<file path="src/hdl/dss_pkg.sv">
`timescale 1ns / 1ps
`default_nettype none
// ----------------------------------------------------------------------------
// dss_pkg
// Shared types and constants for two stacks that share one word store.
// ----------------------------------------------------------------------------
package dss_pkg;

  // word width of the store and of the data fields
  localparam int unsigned WordW = 32;

  // default number of entries in the shared store
  localparam int unsigned DefDepth = 16;

  // word returned by a pop or peek on an empty stack
  localparam logic [WordW-1:0] IntMin = {1'b1, {(WordW-1){1'b0}}};

  // operation codes; the fourth code is unused and leaves both stacks unchanged
  typedef enum logic [1:0] {
    CMD_PUSH = 2'd0,
    CMD_POP  = 2'd1,
    CMD_PEEK = 2'd2
  } cmd_e;

  // result status codes
  typedef enum logic [1:0] {
    ST_OK        = 2'd0,
    ST_OVERFLOW  = 2'd1,
    ST_UNDERFLOW = 2'd2
  } status_e;

endpackage
`default_nettype wire

</file>
<file path="src/hdl/dss_store.sv">
`timescale 1ns / 1ps
`default_nettype none
// ----------------------------------------------------------------------------
// dss_store
// Single-port synchronous word store: one write or one read per cycle,
// read data registered.
// ----------------------------------------------------------------------------
module dss_store #(
  parameter int unsigned Depth = dss_pkg::DefDepth,
  localparam int unsigned AddrW = (Depth > 1) ? $clog2(Depth) : 1
) (
  input  wire logic                    clk_i,
  input  wire logic                    we_i,
  input  wire logic                    re_i,
  input  wire logic [AddrW-1:0]        addr_i,
  input  wire logic [dss_pkg::WordW-1:0] wdata_i,
  output logic      [dss_pkg::WordW-1:0] rdata_o
);

  logic [dss_pkg::WordW-1:0] mem_q [Depth];
  logic [dss_pkg::WordW-1:0] rdata_q;

  // write port
  always_ff @(posedge clk_i) begin
    if (we_i) begin
      mem_q[addr_i] <= wdata_i;
    end
  end

  // registered read port
  always_ff @(posedge clk_i) begin
    if (re_i) begin
      rdata_q <= mem_q[addr_i];
    end
  end

  assign rdata_o = rdata_q;

endmodule
`default_nettype wire

</file>
<file path="src/hdl/dual_stack_shared_array.sv">
`timescale 1ns / 1ps
`default_nettype none
// ----------------------------------------------------------------------------
// dual_stack_shared_array
// The result beat is offered in the cycle after the input beat; the store read issued
//   at the accepting edge lands in the store's output register.
// Throughput: one item per cycle while the result side takes each beat;
//   the single store port and the one result register set this figure.
// Reset: both stack counts clear to zero and no result is pending; the
//   store contents are undefined until written.
// ----------------------------------------------------------------------------
module dual_stack_shared_array #(
  parameter int unsigned DEPTH = dss_pkg::DefDepth
) (
  input  wire logic                      clk_i,
  input  wire logic                      rst_ni,
  // input channel
  input  wire logic                      in_valid_i,
  output logic                           in_ready_o,
  input  wire logic [1:0]                cmd_i,
  input  wire logic                      stack_sel_i,
  input  wire logic signed [dss_pkg::WordW-1:0] value_i,
  // result channel
  output logic                           out_valid_o,
  input  wire logic                      out_ready_i,
  output logic signed [dss_pkg::WordW-1:0] data_o,
  output logic      [1:0]                status_o,
  output logic                           lower_empty_o,
  output logic                           upper_empty_o,
  output logic                           store_full_o
);

  localparam int unsigned AddrW = (DEPTH > 1) ? $clog2(DEPTH) : 1;
  localparam int unsigned CntW  = $clog2(DEPTH + 1);

  logic [CntW-1:0] lower_cnt_q, lower_cnt_d;
  logic [CntW-1:0] upper_cnt_q, upper_cnt_d;
  logic            busy_q;
  logic            read_q, read_d;
  logic            under_q;
  logic [1:0]      status_q, status_d;
  logic            lower_empty_q, upper_empty_q, full_q;

  logic            in_beat;
  logic            out_beat;
  logic            full_now;
  logic            full_next;
  logic            mem_we;
  logic            mem_re;
  logic [AddrW-1:0] mem_addr;
  logic [dss_pkg::WordW-1:0] mem_rdata;
  logic [CntW-1:0] sel_cnt;
  logic [CntW-1:0] lower_top;
  logic [CntW-1:0] upper_top;
  logic [CntW-1:0] upper_push;

  // handshake: a new beat may enter as the pending result leaves
  assign out_beat   = busy_q & out_ready_i;
  assign in_ready_o = ~busy_q | out_ready_i;
  assign in_beat    = in_valid_i & in_ready_o;

  // fill state before and after the step
  assign full_now  = ({1'b0, lower_cnt_q} + {1'b0, upper_cnt_q}) >= (CntW+1)'(DEPTH);
  assign full_next = ({1'b0, lower_cnt_d} + {1'b0, upper_cnt_d}) >= (CntW+1)'(DEPTH);

  // entry positions of the two stacks
  assign sel_cnt    = stack_sel_i ? upper_cnt_q : lower_cnt_q;
  assign lower_top  = lower_cnt_q - CntW'(1);
  assign upper_top  = CntW'(DEPTH) - upper_cnt_q;
  assign upper_push = CntW'(DEPTH - 1) - upper_cnt_q;

  // decode the operation against the current counts
  always_comb begin
    lower_cnt_d = lower_cnt_q;
    upper_cnt_d = upper_cnt_q;
    status_d    = dss_pkg::ST_OK;
    read_d      = 1'b0;
    mem_we      = 1'b0;
    mem_re      = 1'b0;
    mem_addr    = '0;
    unique case (cmd_i)
      dss_pkg::CMD_PUSH: begin
        if (full_now) begin
          status_d = dss_pkg::ST_OVERFLOW;
        end else if (!stack_sel_i) begin
          mem_we      = in_beat;
          mem_addr    = lower_cnt_q[AddrW-1:0];
          lower_cnt_d = lower_cnt_q + CntW'(1);
        end else begin
          mem_we      = in_beat;
          mem_addr    = upper_push[AddrW-1:0];
          upper_cnt_d = upper_cnt_q + CntW'(1);
        end
      end
      dss_pkg::CMD_POP, dss_pkg::CMD_PEEK: begin
        if (sel_cnt == '0) begin
          status_d = dss_pkg::ST_UNDERFLOW;
        end else begin
          read_d   = 1'b1;
          mem_re   = in_beat;
          mem_addr = stack_sel_i ? upper_top[AddrW-1:0] : lower_top[AddrW-1:0];
          if (cmd_i == dss_pkg::CMD_POP) begin
            if (stack_sel_i) begin
              upper_cnt_d = upper_cnt_q - CntW'(1);
            end else begin
              lower_cnt_d = lower_cnt_q - CntW'(1);
            end
          end
        end
      end
      default: begin
      end
    endcase
  end

  // control state: counts and pending result flag
  always_ff @(posedge clk_i or negedge rst_ni) begin
    if (!rst_ni) begin
      lower_cnt_q <= '0;
      upper_cnt_q <= '0;
      busy_q      <= 1'b0;
    end else begin
      if (in_beat) begin
        lower_cnt_q <= lower_cnt_d;
        upper_cnt_q <= upper_cnt_d;
        busy_q      <= 1'b1;
      end else if (out_beat) begin
        busy_q      <= 1'b0;
      end
    end
  end

  // result register, loaded with each input beat
  always_ff @(posedge clk_i) begin
    if (in_beat) begin
      read_q        <= read_d;
      under_q       <= (status_d == dss_pkg::ST_UNDERFLOW);
      status_q      <= status_d;
      lower_empty_q <= (lower_cnt_d == '0);
      upper_empty_q <= (upper_cnt_d == '0);
      full_q        <= full_next;
    end
  end

  // shared word store
  dss_store #(
    .Depth (DEPTH)
  ) u_store (
    .clk_i   (clk_i),
    .we_i    (mem_we),
    .re_i    (mem_re),
    .addr_i  (mem_addr),
    .wdata_i (value_i),
    .rdata_o (mem_rdata)
  );

  // result beat
  assign out_valid_o   = busy_q;
  assign data_o        = under_q ? dss_pkg::IntMin : (read_q ? mem_rdata : '0);
  assign status_o      = status_q;
  assign lower_empty_o = lower_empty_q;
  assign upper_empty_o = upper_empty_q;
  assign store_full_o  = full_q;

endmodule
`default_nettype wire
</file>
<file path="config.mk">
export PLATFORM = sky130hd
export DESIGN_NAME = dual_stack_shared_array
export DESIGN_NICKNAME = d
export VERILOG_FILES = /design/src/hdl/dss_pkg.sv /design/src/hdl/dss_store.sv /design/src/hdl/dual_stack_shared_array.sv
export SDC_FILE = /design/constraint.sdc
export NUM_CORES = 1
export LEC_CHECK = 0
export ABC_CLOCK_PERIOD_IN_PS = 9900
export BUFFER_PORTS_ARGS = -buffer_cell sky130_fd_sc_hd__buf_2
export CAP_MARGIN = 20
export CORE_UTILIZATION = 50
export CTS_CLUSTER_DIAMETER = 60
export DETAILED_ROUTE_END_ITERATION = 8
export GPL_TIMING_DRIVEN = 0
export HOLD_SLACK_MARGIN = 0.12
export PLACE_DENSITY_LB_ADDON = 0.08
export SYNTH_ARGS = -nofsm -noshare
export SYNTH_HDL_FRONTEND = slang
export SYNTH_SLANG_ARGS = --single-unit
</file>
<file path="constraint.sdc">
create_clock -name clk_i -period 9.9 [get_ports clk_i]
set_clock_uncertainty 0.15 [all_clocks]
set_input_delay 1.98 -clock clk_i [delete_from_list [all_inputs] [get_ports clk_i]]
set_output_delay 1.98 -clock clk_i [all_outputs]
set_load 0.02 [all_outputs]
</file>
==> results.sh <==
export IMPL_synth_commonest_cells="edfxtp_1, nand2_1, a222oi_1, mux2_2, clkbuf_1"
export IMPL_insertion_delay_ns=0.61
export IMPL_place_area_um2=23700
export IMPL_holdCritPathClass="flip-flop to flip-flop"
export IMPL_drt_antenna_violating_nets=0
export IMPL_synth_top_area_cell="edfxtp_1"
export IMPL_syn_nets=1394
export IMPL_grt_remaining_overflow=0
export IMPL_synthesis_area_um2=22000
export IMPL_core_um2=43300
export IMPL_drt_initial_drc_count=1573
export IMPL_row_count=76
export IMPL_synth_distinct_cells=50
export IMPL_io_pins=78
export IMPL_place_congestion=0.842
export IMPL_power_density_nw_per_um2=265
export IMPL_synthTopCellsByArea="edfxtp_1, a222oi_1, nand2_1"
export IMPL_n_fill_cell=3369
export IMPL_path_max_fanout=17
export IMPL_fin_cells=2113
export IMPL_crit_required_ns=10.06
export IMPL_clk_path_buf_depth=3
export IMPL_routedWlPerCell_um=26.8
export IMPL_cpPeakStageDelay_ns=0.73
export IMPL_die_area_um2=44900
export IMPL_dpl_hpwl_mm=35.6
export IMPL_intPower_mw=4.56
export IMPL_route_vias_total=13000
export IMPL_seq_area_frac_synth_pct=76.3
export IMPL_postCtsResizedCells=0
export IMPL_seqPwrFrac_pct=41.3
export IMPL_die_y_um=212
export IMPL_p_sw_share_pct=32.3
export IMPL_crit_path_cell_trace="buf_2, inv_1, ha_1, nand3_1, o22ai_2, and2_4, buf_2, clkbuf_1, nand3_1, nor2_4, buf_12"
export IMPL_status="finished, final reports clean"
export IMPL_drt_pass1_iter_count=6
export IMPL_antenna_found_initial=0
export IMPL_ys_flop_type="edfxtp_1"
export IMPL_synth_most_common_cell="edfxtp_1"
export IMPL_die_x_um=212
export IMPL_postCtsSetupBuffers=0
export IMPL_max_cap_violations=0
export IMPL_p_leak_nw=8.55
export IMPL_drc=0
export IMPL_slew_violations=0
export IMPL_cts_tree="built"
export IMPL_ys_ff_latch=562
export IMPL_synth_edf_count=551
export IMPL_start_kind="input port"
export IMPL_diodes=0
export IMPL_peakVddDrop_v=0.000158
export IMPL_cts_made_buffers=57
export IMPL_critPathCaptureType="flip-flop"
export IMPL_finalWirelength_mm=56.6
export IMPL_layout_drive_gt1_share_pct=19.7
export IMPL_finalSetupTns_ns=0
export IMPL_pwr_share_comb_pct=28.8
export IMPL_grt_pass1_wl_mm=83.8
export IMPL_period_share_pct=57.7
export IMPL_worstMarginPinSlew_ns=0.964
export IMPL_worst_path_max_delay_cell="nor2_4"
export IMPL_first_global_vias=12900
export IMPL_worstHoldStart="out_valid_o"
export IMPL_p_switching_mw=2.18
export IMPL_criticalPathCategory="input port to flip-flop"
export IMPL_yosysWarnings=0
export IMPL_initial_utilization_pct=50.9
export IMPL_dp_cells=2017
export IMPL_syn_area_per_cell_um2=16.5
export IMPL_yosysTopAreaCellShare_pct=75.1
export IMPL_root_buffer="clkbuf_16"
export IMPL_crit_family="simple AND/OR/NAND/NOR gates"
export IMPL_htree_levels=2
export IMPL_max_freq_mhz=175
export IMPL_slew_headroom_pct=35.8
export IMPL_hold_viol_final=0
export IMPL_path_buf_inv=5
export IMPL_rsz0062_at_grt="no"
export IMPL_syn_to_final_growth_pct=15.2
export IMPL_viasPerCell=6.14
export IMPL_grt_max_degree=23
export IMPL_holdWs_ns=0.389
export IMPL_cts_sinks=562
export IMPL_setup_viol=0
export IMPL_period_needed_ns=5.71
export IMPL_worstReg2RegStart="upper_cnt_q[1]"
export IMPL_finalInstanceArea_um2=25400
export IMPL_pwr_share_clk_pct=29.9
export IMPL_synth_async_sr_flop_share_pct=1.96
export IMPL_setup_worst_path_start="cmd_i[0]"
export IMPL_synth_cells=1339
export IMPL_track_usage_pct=26.0
export IMPL_portBuffers=76
export IMPL_cts_hold_buf=0
export IMPL_clkTransAtPathRegs_ns=0.06
export IMPL_num_nets_final=1546
export IMPL_crit_arrival_ns=5.87
metrics by stage:
stage                     utilization, %  power [mW]  setup slack [ns]
after floorplan                        -        4.03              4.26
after global placement              53.5        4.72              1.84
after detailed placement            54.7        4.77              3.54
after CTS                           58.7        6.78              4.17
after global routing                58.7        7.01              4.00
final                               58.7        6.74              4.19
flip-flops by register name, summed over array words and instances, names as in the netlist:
| name | cells |
|---|---|
| read_q | 1 |
| lower_empty_o | 1 |
| u_store.mem_q | 512 |
| upper_empty_o | 1 |
| lower_cnt_q | 5 |
| under_q | 1 |
| upper_cnt_q | 5 |
| out_valid_o | 1 |
| store_full_o | 1 |
| status_o | 2 |
| u_store.rdata_o | 32 |
power groups by stage:
stage          Combinational [mW]  Sequential [mW]  Clock (mW)
6_report                     1.94             2.78        2.01
2_1_floorplan                1.20             2.83           0
4_1_cts                      1.95             2.78        2.05
3_5_place_dp                 1.94             2.83           0
3_3_place_gp                 1.88             2.84           0
5_1_grt                      2.08             2.79        2.13
worst paths after layout:
check	cells after the start	slack [ns]	endpoint
max	11	4.19	u_store.mem_q[7][17]
min	2	0.39	out_valid_o
max reg2reg	11	4.87	u_store.mem_q[7][17]
min reg2reg	2	0.39	out_valid_o
max in group asynchronous	1	8.30	lower_cnt_q[0]
min in group asynchronous	1	1.09	lower_cnt_q[2]
worst min-delay path: cells and delay by family, from the launching register on:
kind | cells | cell delay (ns)
flops | 1 | 0.34
simple gates | 2 | 0.16
cells by family after synthesis:
family / count (synthesis) / synth area share [%]
compound gates: 245 / 9.93
xor+xnor: 5 / 0.199
fa+ha+maj: 16 / 0.908
buf+inv: 106 / 2.33
flops: 562 / 76.3
mux: 72 / 3.66
simple gates: 333 / 6.64
metal layers:
metal | vias to the layer above | routed length (um) | global-route usage, %
met1 | 6565 | 22800 | 35.3
li1 | 5731 | - | -
met5 | - | 0 | 0
met3 | 94 | 4590 | 4.29
met2 | 574 | 27800 | 43.2
met4 | 0 | 1340 | 7.32
layout make-up:
class	count	area (um^2)	share of cell area (%)
multi-input cells	671	4830	19.0
plain buffers	89	450	1.77
clock inverters	21	201	0.794
well taps	585	732	2.88
flip-flops and latches	562	16800	66.3
inverters	17	63.8	0.251
clock buffers	75	1520	5.97
repair buffers	93	773	3.05
placed cells by master, fill, tap and decap left out, drive strengths merged, types with 3 or more instances in the layout:
| cell type | count |
|---|---|
| o21a | 4 |
| and2 | 34 |
| nor2 | 26 |
| nand4 | 4 |
| o221ai | 31 |
| nor3 | 11 |
| clkbuf | 117 |
| o22a | 32 |
| nand3 | 14 |
| bufinv | 3 |
| dfrtp | 11 |
| o21ai | 24 |
| buf | 140 |
| edfxtp | 551 |
| nor2b | 5 |
| clkinv | 16 |
| a221oi | 5 |
| nand2 | 222 |
| nand2b | 5 |
| a21oi | 5 |
| mux2 | 69 |
| a222oi | 127 |
| inv | 19 |
| xnor2 | 3 |
| mux2i | 3 |
| ha | 16 |
| a21o | 5 |
No activity file was read; power rests on OpenSTA's default activity.
